===== config.mk =====
export PLATFORM = sky130hd
export DESIGN_NAME = decimal_prefix_remainder
export DESIGN_NICKNAME = d
export VERILOG_FILES = /design/src/sv/dpr_pkg.sv /design/src/sv/decimal_prefix_remainder.sv /design/src/sv/dpr_mod_unit.sv
export VERILOG_INCLUDE_DIRS = /design/src /design/src/sv
export SDC_FILE = /design/constraint.sdc
export NUM_CORES = 1
export LEC_CHECK = 0
export ABC_AREA = 0
export BUFFER_PORTS_ARGS = -buffer_cell sky130_fd_sc_hd__buf_2
export CAP_MARGIN = 10
export CORE_ASPECT_RATIO = 1.5
export CORE_UTILIZATION = 56
export CTS_CLUSTER_SIZE = 20
export DETAILED_ROUTE_END_ITERATION = 8
export GPL_ROUTABILITY_DRIVEN = 1
export PLACE_DENSITY = 0.77
export SETUP_SLACK_MARGIN = 0.3
export SYNTH_ARGS = -nofsm -noshare
export SYNTH_HDL_FRONTEND = slang
export SYNTH_SLANG_ARGS = --single-unit

===== constraint.sdc =====
create_clock -name aclk -period 4.88 [get_ports aclk]
set_input_delay 0.488 -clock aclk [delete_from_list [all_inputs] [get_ports aclk]]
set_output_delay 0.488 -clock aclk [all_outputs]
set_load 0.02 [all_outputs]

===== src/sv/decimal_prefix_remainder_macros.svh =====
// Assertion macros for the decimal prefix remainder block.
// Needs aclk and aresetn in the scope of each use.
`ifndef DECIMAL_PREFIX_REMAINDER_MACROS_SVH
`define DECIMAL_PREFIX_REMAINDER_MACROS_SVH

// Same-cycle implication.
`define DPR_ASSERT_IMP(label, ante, cons) \
    label: assert property (@(posedge aclk) disable iff (!aresetn) (ante) |-> (cons)) \
        else $error("dpr assertion failed");

// Next-cycle implication.
`define DPR_ASSERT_NXT(label, ante, cons) \
    label: assert property (@(posedge aclk) disable iff (!aresetn) (ante) |=> (cons)) \
        else $error("dpr assertion failed");

`endif


===== src/sv/dpr_pkg.sv =====
// Shared types and constants for the decimal prefix remainder block.
// No dependencies.
`timescale 1ns / 1ps

package dpr_pkg;

    localparam int DIGIT_W  = 4;
    localparam int MOD_W    = 52;
    localparam int COUNT_W  = 24;
    localparam int ACC_W    = MOD_W + 4;
    localparam int IDX_W    = $clog2(ACC_W);

    localparam logic [MOD_W-1:0]   MODULUS_RESET  = MOD_W'(3);
    localparam logic [COUNT_W-1:0] MAX_LENGTH_DEF = COUNT_W'(8388608);

    typedef struct packed {
        logic [DIGIT_W-1:0] digit;
        logic               last;
    } dpr_in_t;

    typedef struct packed {
        logic [MOD_W-1:0]   remainder;
        logic [COUNT_W-1:0] prefix_length;
        logic               divides;
        logic               end_of_term;
    } dpr_out_t;

    typedef struct packed {
        logic start;
        logic ack;
    } dpr_ctl_t;

    typedef struct packed {
        logic idle;
        logic done;
    } dpr_sts_t;

endpackage


===== src/sv/decimal_prefix_remainder.sv =====
// Top level: decimal prefix remainder, Horner rule r = (10r + d) mod p per digit.
// Depends on dpr_pkg, dpr_mod_unit and decimal_prefix_remainder_macros.svh.
//
//  channel | ports               | beat
//  --------+---------------------+-------------------------------------------
//  input   | s_valid/s_ready     | s_data: digit, last
//  result  | m_valid/m_ready     | m_data: remainder, prefix_length, divides,
//          |                     |         end_of_term
//  config  | cfg_wr_en           | cfg_wr_data: modulus
//
// A digit passes accept, setup, four subtract steps and result load before the next is taken.
// With a zero modulus, or after a modulus change that leaves the stored remainder
// too large, the subtract unit runs over all 56 bits of 10r + d instead.
// Synchronous active-low reset clears state; modulus resets to 3.
// A held result stalls the unit in its done state; s_ready is low while busy.
`timescale 1ns / 1ps
`include "decimal_prefix_remainder_macros.svh"

module decimal_prefix_remainder #(
    parameter logic [dpr_pkg::COUNT_W-1:0] MAX_LENGTH = dpr_pkg::MAX_LENGTH_DEF
) (
    input  logic                      aclk,
    input  logic                      aresetn,
    input  logic                      s_valid,
    output logic                      s_ready,
    input  dpr_pkg::dpr_in_t          s_data,
    output logic                      m_valid,
    input  logic                      m_ready,
    output dpr_pkg::dpr_out_t         m_data,
    input  logic                      cfg_wr_en,
    input  logic [dpr_pkg::MOD_W-1:0] cfg_wr_data
);

    logic [dpr_pkg::MOD_W-1:0]   mod_reg;
    logic [dpr_pkg::MOD_W-1:0]   rem_reg,     rem_next;
    logic [dpr_pkg::COUNT_W-1:0] len_reg,     len_next;
    logic [dpr_pkg::COUNT_W-1:0] item_len_reg, item_len_next;
    logic                        item_last_reg, item_last_next;
    logic                        m_valid_reg, m_valid_next;
    dpr_pkg::dpr_out_t           m_data_reg,  m_data_next;

    dpr_pkg::dpr_ctl_t           ctl;
    dpr_pkg::dpr_sts_t           sts;
    logic [dpr_pkg::ACC_W-1:0]   acc;
    logic [dpr_pkg::MOD_W-1:0]   unit_rem;
    logic                        accept;
    logic                        load;

    assign s_ready = sts.idle;
    assign accept  = s_valid && s_ready;
    assign load    = sts.done && (!m_valid_reg || m_ready);

    assign acc = ({4'd0, rem_reg} << 3) + ({4'd0, rem_reg} << 1)
               + {{dpr_pkg::MOD_W{1'b0}}, s_data.digit};

    assign ctl.start = accept;
    assign ctl.ack   = load;

    dpr_mod_unit u_mod (
        .aclk    (aclk),
        .aresetn (aresetn),
        .ctl     (ctl),
        .acc     (acc),
        .modulus (mod_reg),
        .sts     (sts),
        .rem     (unit_rem)
    );

    always_comb begin
        rem_next       = rem_reg;
        len_next       = len_reg;
        item_len_next  = item_len_reg;
        item_last_next = item_last_reg;
        m_valid_next   = m_valid_reg;
        m_data_next    = m_data_reg;
        if (m_valid_reg && m_ready) begin
            m_valid_next = 1'b0;
        end
        if (accept) begin
            item_len_next  = (len_reg < MAX_LENGTH) ? len_reg + 1'b1 : MAX_LENGTH;
            item_last_next = s_data.last;
        end
        if (load) begin
            m_valid_next              = 1'b1;
            m_data_next.remainder     = unit_rem;
            m_data_next.prefix_length = item_len_reg;
            m_data_next.divides       = unit_rem == '0;
            m_data_next.end_of_term   = item_last_reg;
            rem_next                  = item_last_reg ? '0 : unit_rem;
            len_next                  = item_last_reg ? '0 : item_len_reg;
        end
    end

    always_ff @(posedge aclk) begin
        if (!aresetn) begin
            mod_reg     <= dpr_pkg::MODULUS_RESET;
            rem_reg     <= '0;
            len_reg     <= '0;
            m_valid_reg <= 1'b0;
        end else begin
            if (cfg_wr_en) begin
                mod_reg <= cfg_wr_data;
            end
            rem_reg     <= rem_next;
            len_reg     <= len_next;
            m_valid_reg <= m_valid_next;
        end
        item_len_reg  <= item_len_next;
        item_last_reg <= item_last_next;
        m_data_reg    <= m_data_next;
    end

    assign m_valid = m_valid_reg;
    assign m_data  = m_data_reg;

    `DPR_ASSERT_NXT(a_busy_after_accept, accept, !s_ready)
    `DPR_ASSERT_IMP(a_rem_below_mod, m_valid && (mod_reg > dpr_pkg::MOD_W'(1)), m_data.remainder < mod_reg)
    `DPR_ASSERT_NXT(a_term_clears, load && item_last_reg, (rem_reg == '0) && (len_reg == '0))
    `DPR_ASSERT_IMP(a_len_bounded, m_valid, (m_data.prefix_length <= MAX_LENGTH) && (m_data.prefix_length != '0))

endmodule


===== src/sv/dpr_mod_unit.sv =====
// Iterative remainder unit: acc mod p by one conditional shifted subtract a cycle.
// Depends on dpr_pkg.
`timescale 1ns / 1ps

module dpr_mod_unit (
    input  logic                      aclk,
    input  logic                      aresetn,
    input  dpr_pkg::dpr_ctl_t         ctl,
    input  logic [dpr_pkg::ACC_W-1:0] acc,
    input  logic [dpr_pkg::MOD_W-1:0] modulus,
    output dpr_pkg::dpr_sts_t         sts,
    output logic [dpr_pkg::MOD_W-1:0] rem
);

    typedef enum logic [1:0] {
        ST_IDLE,
        ST_SETUP,
        ST_RUN,
        ST_DONE
    } state_t;

    state_t                      state_reg;
    logic [dpr_pkg::ACC_W-1:0]   acc_reg;
    logic [dpr_pkg::MOD_W-1:0]   p_reg;
    logic [dpr_pkg::MOD_W-1:0]   r_reg;
    logic [dpr_pkg::IDX_W-1:0]   idx_reg;
    logic                        zero_reg;

    logic [dpr_pkg::MOD_W:0]     trial;
    logic [dpr_pkg::MOD_W+1:0]   diff;
    logic                        fast;

    // shared shift-subtract step
    assign trial = {r_reg, acc_reg[idx_reg]};
    assign diff  = {1'b0, trial} - {2'b00, p_reg};
    assign fast  = acc_reg[dpr_pkg::ACC_W-1:4] < p_reg;

    always_ff @(posedge aclk) begin
        if (!aresetn) begin
            state_reg <= ST_IDLE;
        end else begin
            case (state_reg)
                ST_IDLE: begin
                    if (ctl.start) begin
                        acc_reg   <= acc;
                        p_reg     <= modulus;
                        zero_reg  <= modulus < dpr_pkg::MOD_W'(2);
                        state_reg <= ST_SETUP;
                    end
                end
                ST_SETUP: begin
                    if (fast) begin
                        r_reg   <= acc_reg[dpr_pkg::ACC_W-1:4];
                        idx_reg <= dpr_pkg::IDX_W'(3);
                    end else begin
                        r_reg   <= '0;
                        idx_reg <= dpr_pkg::IDX_W'(dpr_pkg::ACC_W - 1);
                    end
                    state_reg <= ST_RUN;
                end
                ST_RUN: begin
                    if (diff[dpr_pkg::MOD_W+1]) begin
                        r_reg <= trial[dpr_pkg::MOD_W-1:0];
                    end else begin
                        r_reg <= diff[dpr_pkg::MOD_W-1:0];
                    end
                    if (idx_reg == '0) begin
                        state_reg <= ST_DONE;
                    end else begin
                        idx_reg <= idx_reg - 1'b1;
                    end
                end
                ST_DONE: begin
                    if (ctl.ack) begin
                        state_reg <= ST_IDLE;
                    end
                end
                default: begin
                    state_reg <= ST_IDLE;
                end
            endcase
        end
    end

    assign sts.idle = state_reg == ST_IDLE;
    assign sts.done = state_reg == ST_DONE;
    assign rem      = zero_reg ? '0 : r_reg;

endmodule


; ---- Word level (Yosys, flattened, before mapping)
; Index checks and enable logic that the tools add are counted.
[word_totals]
reg_bits = 401
elab_cells = 63
[op_classes]
addsub = 5
n_lt_le_gt_ge = 4
eq_ne = 7
muxes = 17
n_reduce_logical = 14
[op_table]
columns = operator, count
row1 = 52-bit two-way mux, 4
row2 = 52-bit case mux with 2 select lines, 1
row3 = 55-bit by 53-bit adder with 56-bit output, 1
row4 = 56-bit by 4-bit adder with 56-bit output, 1
row5 = 53-bit by 52-bit subtractor with 54-bit output, 1
row6 = 52-bit logical NOT, 1
row7 = 52-bit by 2-bit < comparator with 1-bit output (second input constant), 1
row8 = 52-bit < comparator, 1
row9 = 24-bit by 1-bit adder with 24-bit output (second input constant), 1
row10 = 24-bit < comparator (second input constant), 1
row11 = 24-bit two-way mux, 1
row12 = 6-bit two-way mux, 2
row13 = 6-bit case mux with 2 select lines, 1
row14 = 3-bit AND reduction, 3
row15 = 2-bit case mux with 4 select lines, 1
row16 = 6-bit by 7-bit < comparator with 1-bit output (second input constant), 1
row17 = 1-bit binary-select mux with 6-bit select, 1
row18 = 6-bit logical NOT, 1
row19 = 2-bit two-way mux, 3
row20 = 2-bit by 1-bit != test with 1-bit output (second input constant), 3
row21 = 6-bit by 1-bit subtractor with 6-bit output (second input constant), 1
row22 = 2-bit == test (second input constant), 2
row23 = 2-bit nonzero test, 2
row24 = 1-bit logical AND, 3
row25 = 7 further kinds, 9

; ---- Depth between registers and ports, before layout
; Gate-level depths: netlist of run 1.
[depth]
ltp_word = 5
ltp_mapped = 22
depth_no_buf = 19

; ---- Cells and area by module
; Synthesis of run 1 repeated with hierarchy kept, for this count alone.
[hier_totals]
hier_cells = 2267
area_unflattened_um2 = 24044.3
[modules_own_cells]
columns = module, n_inst, cells_each, area_each_um2, seq_area_each_um2
row1 = decimal_prefix_remainder, 1, 1240, 12589.6, 5675.4
row2 = dpr_mod_unit, 1, 1027, 11454.7, 5054.8

; ---- Least setup slack after synthesis of run 1
; OpenSTA, ideal clock, no wires.
[synth_timing]
kind = register to register
start = register u_mod.idx_reg[0] in the netlist's numbering
end = register u_mod.r_reg[48] in the netlist's numbering (data pin)
setup_time_ns = 0.261
arrival_ns = 4.917
setup_slack_ns = -0.298
stages_incl_launch_ff = 22
synth_period_minus_slack_ns = 5.178
cell_sequence = edfxtp_1 > clkbuf_1 > buf_2 > mux4_2 > mux4_2 > mux2i_1 > nor2_1 > a21oi_1 > ha_1 > inv_1 > fa_1 > a21oi_1 > o211ai_1 > o31ai_1 > a21oi_1 > o21bai_1 > a2111oi_0 > or2_1 > a31o_2 > and4b_1 > a311oi_1 > o21ai_1
[synth_between]
elab_chain_len = 5
[synth_rtl]
columns = element, line
row1 = "start, declared", dpr_mod_unit.sv:26  ; logic [dpr_pkg::IDX_W-1:0] idx_reg;
row2 = "start signal, assigned", dpr_mod_unit.sv:54  ; idx_reg <= dpr_pkg::IDX_W'(3);
row3 = "start signal, assigned", dpr_mod_unit.sv:57  ; idx_reg <= dpr_pkg::IDX_W'(dpr_pkg::ACC_W - 1);
row4 = "start signal, assigned", dpr_mod_unit.sv:70  ; idx_reg <= idx_reg - 1'b1;
row5 = 1-bit binary-select mux with 6-bit select, dpr_mod_unit.sv:34  ; assign trial = {r_reg, acc_reg[idx_reg]};
row6 = 1-bit two-way mux (implied by the code), dpr_mod_unit.sv:34
row7 = 53-bit by 52-bit subtractor with 54-bit output, dpr_mod_unit.sv:35  ; assign diff = {1'b0, trial} - {2'b00, p_reg};
row8 = 52-bit two-way mux, dpr_mod_unit.sv:62  ; if (diff[dpr_pkg::MOD_W+1]) begin
row9 = 52-bit case mux with 2 select lines, dpr_mod_unit.sv:42  ; case (state_reg)
row10 = "end signal, assigned", dpr_mod_unit.sv:53  ; r_reg <= acc_reg[dpr_pkg::ACC_W-1:4];
row11 = "end signal, assigned", dpr_mod_unit.sv:63  ; r_reg <= trial[dpr_pkg::MOD_W-1:0];
row12 = "end signal, assigned", dpr_mod_unit.sv:65  ; r_reg <= diff[dpr_pkg::MOD_W-1:0];
row13 = "end, declared", dpr_mod_unit.sv:25  ; logic [dpr_pkg::MOD_W-1:0] r_reg;
; Every way passes these cells. The select of a mux whose other input is x is not followed.
; A chain may end at the register's enable or synchronous reset.

; ---- Final worst setup path of run 1
[layout_timing]
start = register u_mod.idx_reg[0] in the netlist's numbering
end = register u_mod.r_reg[24] in the netlist's numbering (data pin)
; Same word-level chain as after synthesis.

==> results of run 1 <==
layout by cell type, fill, tap and decap left out, types with 10 or more instances in the layout:
cell,Yosys,final
a211oi_1,13,10
a21o_1,100,100
a21oi_1,201,197
a22o_1,45,45
a31oi_1,16,15
and3_1,13,12
buf_16,0,11
buf_2,13,140
buf_4,3,96
buf_6,2,13
clkbuf_16,0,43
dfxtp_1,131,131
edfxtp_1,270,270
ha_1,213,211
inv_1,84,82
mux2i_1,56,55
mux4_2,17,17
nand2_1,126,121
nand2b_1,25,21
nand3_1,27,27
nand4_1,40,40
nor2_1,83,80
nor2b_1,201,199
nor3_1,14,14
nor3b_1,79,79
nor4_1,29,29
o21a_1,13,12
o21ai_0,47,43
o21ai_1,56,26
o21ai_2,0,29
o21bai_1,19,18
or3_1,13,13
xnor2_1,64,58
xor2_1,50,50
worst reg2reg max path, delay by kind of cell (launching register included):
kind                     cells  cell delay (ns)
XOR/XNOR                     1             0.17
AND/OR/NAND/NOR              3             0.26
multiplexers                 3             1.15
AO/OA/AOI/OAI                9             1.78
buffers and inverters        4             0.50
adder cells (fa/ha/maj)      2             0.52
flip-flops                   1             0.45
cell families after synthesis:
| kind of cell | Yosys count | synth area share [%] |
|---|---|---|
| buffers and inverters | 200 | 3.337 |
| xor gates and xnor gates | 114 | 4.200 |
| adders and majority gates | 216 | 11.46 |
| AOI/OAI and AO/OA | 578 | 15.70 |
| and+or+nand+nor | 676 | 15.96 |
| muxes | 77 | 4.205 |
| DFF | 401 | 45.14 |
layer usage:
layer  routed length, um  part of all wire [%]  vias to the layer above
met5                  30                 0.044                        -
met3                4418                   6.4                      343
met2               34870                    51                      831
met4                6014                   8.7                        4
li1                    -                     -                     8761
met1               23530                    34                     9117
layout make-up:
cell class / count / area, um2
antenna: 1 / 2.502
clock buffer: 53 / 1122
clock inverter: 17 / 163.9
fill: 3233 / 13990
inverter: 84 / 316.6
multi-input combinational: 1661 / 12740
sequential: 401 / 10730
tap: 564 / 705.7
timing repair buffer: 274 / 2131
cell usage after synthesis, types with 19 or more instances:
cell type,n
clkbuf_1,94
nor3b_1,79
nor2b_1,201
nor4_1,29
nand4_1,40
inv_1,84
a21o_1,100
xnor2_1,64
nand2b_1,25
o21ai_1,56
o21bai_1,19
edfxtp_1,270
a21oi_1,201
a22o_1,45
mux2i_1,56
xor2_1,50
nor2_1,83
ha_1,213
nand2_1,126
nand3_1,27
o21ai_0,47
dfxtp_1,131
what timing repair did:
action	in CTS	in global routing
gates resized for setup	67	66
gates cloned	10	1
hold buffers	0	0
setup buffers	19	9
endpoints found under the setup margin	52	54
pin swaps	27	27
power groups by stage:
stage	registers (uW)	clock network (uW)	logic, uW
2_1_floorplan	4510	0	2490
3_3_place_gp	4580	0	3510
3_5_place_dp	4590	0	3580
4_1_cts	4520	3130	4090
5_1_grt	4560	3250	4860
6_report	4540	3110	4590
worst max-delay path by stage:
stage | start | to | slack, ns | depth (start not counted)
6_report | u_mod.idx_reg[0] | u_mod.r_reg[24] | -0.17 | 22
5_1_grt | u_mod.idx_reg[0] | u_mod.r_reg[24] | -0.33 | 22
4_1_cts | u_mod.idx_reg[0] | u_mod.r_reg[24] | -0.09 | 22
3_5_place_dp | u_mod.idx_reg[0] | u_mod.r_reg[48] | -0.40 | 20
3_3_place_gp | u_mod.idx_reg[0] | u_mod.r_reg[48] | -0.33 | 20
2_1_floorplan | u_mod.idx_reg[0] | u_mod.r_reg[48] | 0.22 | 21
stage by stage:
step           power, uW  TNS, ns  instance area [um2]
5_1_grt            12680   -7.223                27910
3_5_place_dp        8171   -2.740                25490
6_report           12240   -1.906                27910
2_1_floorplan       7002        0                23800
3_3_place_gp        8090   -1.236                25490
4_1_cts            11740  -0.1843                27470
==> Implementation_results.wiki, run 1 <==
{| class="wikitable"
! Metric !! Value
|-
| Number of buffer and inverter instances along the worst setup path || 4
|-
| Global-route wire length before repair || 103.4 mm
|-
| Total number of vias || 19.06k
|-
| Non-filler cells, final || 3,055
|-
| Core area || 41,900 um2
|-
| Kind of capture point of the worst setup path || flip-flop
|-
| F_max || 0.1979 GHz
|-
| Primary flip-flop cell chosen by synthesis mapping || edfxtp_1
|-
| Number of enable-type register cells in the synthesized netlist || 270
|-
| Net count of the mapped netlist || 2,540
|-
| Pin count of the biggest net entering global routing || 89
|-
| H-tree lvl count || 2
|-
| IR Drop Worst-Case VDD || 0.0003304 V
|-
| Chain of cells forming the critical path || buf_6 -> buf_16 -> mux4_2 -> mux4_2 -> mux2i_1 -> nor2_1 -> a21oi_4 -> ha_4 -> inv_2 -> fa_2 -> a21oi_2 -> o211ai_1 -> o31ai_2 -> buf_4 -> nand2_2 -> a221o_1 -> nand4_1 -> o21ai_2 -> o41a_1 -> xnor2_2 -> o21ai_1 -> a22o_1
|-
| Clock tree from TritonCTS || yes
|-
| Remaining number of nets flagged by the antenna check after routing || 0
|-
| Met3 global-route usage || 5.447%
|-
| Count of yosys warnings during synthesis || 0
|-
| Die Span X || 170.2 um
|-
| Static leakage || 0.01185 uW
|-
| Synthesized netlist cell count || 2,262
|-
| Synth top area share || 34.11%
|-
| Power density of the placed cells || 438.6 nW/um2
|-
| Class of the worst hold path || input pin to flip-flop
|-
| First drt pass iteration count || 5
|-
| Buffers added on ports || 141
|-
| Data arrival time at the worst-slack endpoint || 5.37 ns
|-
| Setup slack after placement || -0.4038 ns
|-
| Portion of total power attributed to sequential cells || 37.1%
|-
| Layout net count || 2,739
|-
| Highest-delay cell along the critical path || mux4_2
|-
| Relative max-transition margin || 14.76%
|-
| CTS Buf Count || 39
|-
| Met1 usage in global routing || 32.01%
|-
| Result of the run || complete, but fails checks
|-
| Failing checks || negative setup slack
|-
| Slack of the critical path || -0.1729 ns
|-
| Kind of critical path || flip-flop to flip-flop
|-
| Final count of pins violating max slew || 0
|-
| CP max stage delay || 0.50 ns
|-
| Boundary Pins || 142
|-
| DR WL/cell || 22.54 um
|-
| Number of global-route vias before repair || 18.95k
|-
| Share of the cycle needed by the critical path after routing || 103.5%
|-
| FF-to-FF setup slack || -0.17 ns
|-
| Detailed Place HPWL || 48.67 mm
|-
| Layer with the highest usage || met2
|-
| Max clock buf depth || 3
|-
| Initial standard-cell utilization of the core || 56.74%
|-
| Final count of hold timing violations || 0
|-
| Routed via count divided by cell count || 6.238
|-
| Global routing met2 resource utilization || 56.91%
|-
| Net Sw Power || 4288 uW
|-
| Most used cell, CP || mux4_2
|-
| Overflow left after global routing || 0
|-
| Slew @ Worst Pin || 1.267 ns
|-
| Critical path peak fanout || 5
|-
| Required time at the worst-slack endpoint || 5.19 ns
|-
| Die ar. || 43,300 um2
|-
| DR iter-0 viols || 1,411
|-
| Top Family by Delay on Critical Path || compound AO/OA/AOI/OAI gates
|-
| Worst hold endpoint || item_last_reg
|-
| Sink Count || 401
|-
| Worst Reg2Reg Path Length in Cells || 22
|-
| Clock Tree Root || clkbuf_16
|-
| P_int || 7951 uW
|-
| Final-report setup violation count || 32
|-
| Clock network fraction of total power || 25.4%
|-
| Max Clock Skew || 0.01019 ns
|-
| Critical register-to-register path endpoint || u_mod.r_reg[24]
|-
| Std cell rows || 92
|-
| Number of flip-flops under the largest register name || 78
|-
| Worst-Skew Late Latency || 0.56 ns
|-
| Sw Ratio || 35.03%
|-
| Vertical die dimension || 254.3 um
|-
| Min Tclk post-route || 5.053 ns
|-
| Fraction of registers with async set or reset after synthesis || 0%
|-
| Number of max-cap violations || 0
|-
| Area Growth Syn to Fin || 17.39%
|-
| RD Place Congestion || 0.9423
|-
| Cell area after technology mapping || 23,770 um2
|-
| FF-to-FF Start || u_mod.idx_reg[0]
|-
| RSZ-0062 raised after global routing || yes
|-
| Post-Syn Area per Cell || 10.51 um2
|-
| # placed instances || 2,944
|-
| Crit path launch type || flip-flop
|-
| Proportion of power drawn by combinational gates || 37.5%
|-
| WL final || 68.87 mm
|-
| Global router's overall resource usage || 31.43%
|-
| Number of library cell types mapped by synthesis || 72
|-
| Part of the Yosys area used for sequential elements || 45.14%
|-
| Launch point of the worst hold path || s_data[0]
|-
| Area leader, netlist || edfxtp_1
|-
| Core Util, Final || 66.61%
|-
| Hold slack || 0.1048 ns
|-
| Count of state elements after synthesis || 401
|-
| Clock transition at the registers of the reported paths || 0.07 ns
|-
| Worst Hold Depth || 1
|-
| DRC viols || 0
|-
| Fraction of final layout cells with drive strength greater than 1 || 17.91%
|-
| Leading post-synthesis cells by cell area || edfxtp_1 (34%), ha_1 (11%), dfxtp_1 (11%), nor2b_1 (5.3%), a21oi_1 (4.2%)
|-
| Initial antenna violation count || 3
|}
No activity file was read; power rests on OpenSTA's default activity.
==> run 2: changes to the inputs <==
- CELL_PAD_IN_SITES_DETAIL_PLACEMENT: not set -> 0
- CELL_PAD_IN_SITES_GLOBAL_PLACEMENT: not set -> 1
- CORE_UTILIZATION: 56 -> 53
- PLACE_DENSITY: 0.77 -> 0.83
- clock period: 4.88 -> 6.02 ns (I/O delays scaled with it)
==> Implementation_results.wiki, run 2 (synthesis gave the netlist of run 1 again) <==
{| class="wikitable"
! Metric !! Value
|-
| Required time at the worst-slack endpoint || 6.33 ns (+1.14 ns)
|-
| DR WL/cell || 21.13 um (-6.3%)
|-
| Final count of pins violating max slew || 0 (unchanged)
|-
| Clock network fraction of total power || 28.0% (+2.6 points)
|-
| Core Util, Final || 59.57% (-7.0 points)
|-
| Routed via count divided by cell count || 5.980 (-4.1%)
|-
| Initial antenna violation count || 2 (-1)
|-
| Sw Ratio || 34.64% (-0.40 points)
|-
| # placed instances || 2,887 (-1.9%)
|-
| Number of max-cap violations || 0 (unchanged)
|-
| Result of the run || completed
|-
| Sink Count || 401 (unchanged)
|-
| Clock Tree Root || clkbuf_16
|-
| Die ar. || 45,720 um2 (+5.6%)
|-
| Final-report setup violation count || 0 (-100%)
|-
| Boundary Pins || 142 (unchanged)
|-
| P_int || 5885 uW (-26%)
|-
| Global-route wire length before repair || 96.57 mm (-6.6%)
|-
| Kind of critical path || flip-flop to flip-flop
|-
| DRC viols || 0 (unchanged)
|-
| Min Tclk post-route || 5.441 ns (+0.3884 ns)
|-
| Critical path peak fanout || 14 (+9)
|-
| Final count of hold timing violations || 0 (unchanged)
|-
| DR iter-0 viols || 1,285 (-8.9%)
|-
| Power density of the placed cells || 342.6 nW/um2 (-22%)
|-
| Buffers added on ports || 141 (unchanged)
|-
| Non-filler cells, final || 2,962 (-3.0%)
|-
| First drt pass iteration count || 5 (unchanged)
|-
| H-tree lvl count || 2 (unchanged)
|-
| Pin count of the biggest net entering global routing || 108 (+21%)
|-
| Diodes inserted || 0 (-1)
|-
| Proportion of power drawn by combinational gates || 31.2% (-6.3 points)
|-
| Number of flip-flops under the largest register name || 78 (unchanged)
|-
| Static leakage || 0.01108 uW (-6.5%)
|-
| Remaining number of nets flagged by the antenna check after routing || 0 (unchanged)
|-
| Kind of capture point of the worst setup path || flip-flop
|-
| Initial standard-cell utilization of the core || 53.90% (-2.8 points)
|-
| Clock tree from TritonCTS || yes
|-
| Worst-Skew Late Latency || 0.57 ns (about the same)
|-
| RD Place Congestion || 0.9274 (-1.6%)
|-
| Data arrival time at the worst-slack endpoint || 5.75 ns (+0.38 ns)
|-
| Total number of vias || 17.71k (-7.0%)
|-
| Area Growth Syn to Fin || 10.53%
|-
| Overflow left after global routing || 0 (unchanged)
|-
| CTS Buf Count || 40 (+2.6%)
|-
| WL final || 62.59 mm (-9.1%)
|-
| Layout net count || 2,632 (-3.9%)
|-
| F_max || 0.1838 GHz (-7.1%)
|-
| Setup Total Neg Slack || 0 ns (+1.906 ns)
|-
| Core area || 44,100 um2 (+5.3%)
|-
| Portion of total power attributed to sequential cells || 40.8% (+3.7 points)
|-
| Relative max-transition margin || 27.97% (+13 points)
|-
| Max clock buf depth || 3 (unchanged)
|-
| Net Sw Power || 3118 uW (-27%)
|-
| Fraction of final layout cells with drive strength greater than 1 || 11.74% (-6.2 points)
|-
| Vertical die dimension || 261.4 um (+2.8%)
|-
| Share of the cycle needed by the critical path after routing || 90.39% (-13 points)
|-
| Detailed Place HPWL || 46.88 mm (-3.7%)
|-
| Clock transition at the registers of the reported paths || 0.07 ns (about the same)
|-
| Max Clock Skew || 0.01706 ns (+0.006874 ns)
|-
| Top library cells by usage in the layout, fill and taps aside || edfxtp_1 (270), ha_1 (212), nor2b_1 (200)
|-
| Global router's overall resource usage || 27.17% (-4.3 points)
|-
| Number of hold-repair buffers added at the cts stage || 0 (unchanged)
|-
| Most common library cell in the layout ignoring fill and taps || edfxtp_1
|-
| Number of global-route vias before repair || 17.45k (-7.9%)
|-
| Die Span X || 174.9 um (+2.8%)
|-
| Crit path launch type || flip-flop
|-
| RSZ-0062 raised after global routing || no
|-
| IR Drop Worst-Case VDD || 0.0002081 V (-37%)
|-
| Class of the worst hold path || input pin to flip-flop
|-
| Slew @ Worst Pin || 1.080 ns (-0.1865 ns)
|-
| Std cell rows || 94 (+2.2%)
|}
==> run 2: changes by cell type in the layout (fill, tap and decap cells not counted), moves of 7 or more <==
cell / change
buf_4: -72
o21ai_2: -29
inv_6: +7
o21ai_1: +30
buf_16: -11
buf_6: -13
==> run 2: cell type report <==
cell class	instances	area (um2)
Clock buffer	44	1037
Clock inverter	30	259.0
Fill cell	3778	17830
Inverter	84	316.6
Multi-Input combinational cell	1661	12290
Sequential cell	401	10730
Tap cell	576	720.7
Timing Repair Buffer	166	920.9
==> run 2: power groups by stage <==
| stage | sequential [uW] | combinational (uW) | clock (uW) |
|---|---|---|---|
| 2_1_floorplan | 3650 | 2020 | 0 |
| 3_3_place_gp | 3710 | 2730 | 0 |
| 3_5_place_dp | 3710 | 2750 | 0 |
| 4_1_cts | 3660 | 2770 | 2570 |
| 5_1_grt | 3700 | 3060 | 2660 |
| 6_report | 3670 | 2810 | 2520 |
==> run 2: path summary, 6_finish.rpt <==
check | startpoint | endpoint | slack [ns] | cells past startpoint
min | s_data[0] | item_last_reg | 0.22 | 1
max reg2reg | u_mod.idx_reg[0] | u_mod.r_reg[48] | 0.58 | 19
max | u_mod.idx_reg[0] | u_mod.r_reg[48] | 0.58 | 19
min reg2reg | mod_reg[0] | u_mod.p_reg[0] | 0.44 | 0
==> run 2: layer usage <==
metal  vias to the layer above  GRT usage, %  share of wire (%)  wire length (um)
met3                       103         3.121                5.7              3578
met1                      8527         36.17                 43             27130
met5                         -             0                  0                 0
met4                         0         10.51                3.5              2221
met2                       554         45.38                 47             29660
li1                       8529             -                  -                 -
==> run 2: metrics by stage <==
step / power [uW] / setup WS (ns) / hold slack, ns / cell area (um2)
after floorplan: 5668 / 0.8416 / 0.4076 / 23770
after global placement: 6437 / 0.3771 / 0.4155 / 24960
after detailed placement: 6465 / 0.3027 / 0.4264 / 24960
after CTS: 9007 / 0.3923 / 0.1986 / 26260
after global routing: 9417 / 0.3617 / 0.2016 / 26280
final: 9003 / 0.5787 / 0.2206 / 26280
==> run 2: critical path: stages (launching register included) <==
cell and delay (ns):
edfxtp_1 0.43, buf_12 0.21, mux4_2 0.53, mux4_2 0.48, mux2_2 0.29, a21oi_2 0.19
ha_1 0.19, inv_1 0.06, fa_1 0.39, a21oi_1 0.20, o211ai_1 0.19, o31ai_2 0.39
a21oi_2 0.13, o21bai_2 0.21, a2111oi_0 0.15, or2_1 0.32, a31o_2 0.30, and4b_1 0.17
a311oi_1 0.25, o21ai_1 0.09
==> run 2: repair_timing <==
item,in CTS,in global routing
gates resized for setup,1,3
endpoints found under the hold margin,0,0
pin swaps,0,2
endpoints found under the setup margin,1,2
buffers inserted,0,1
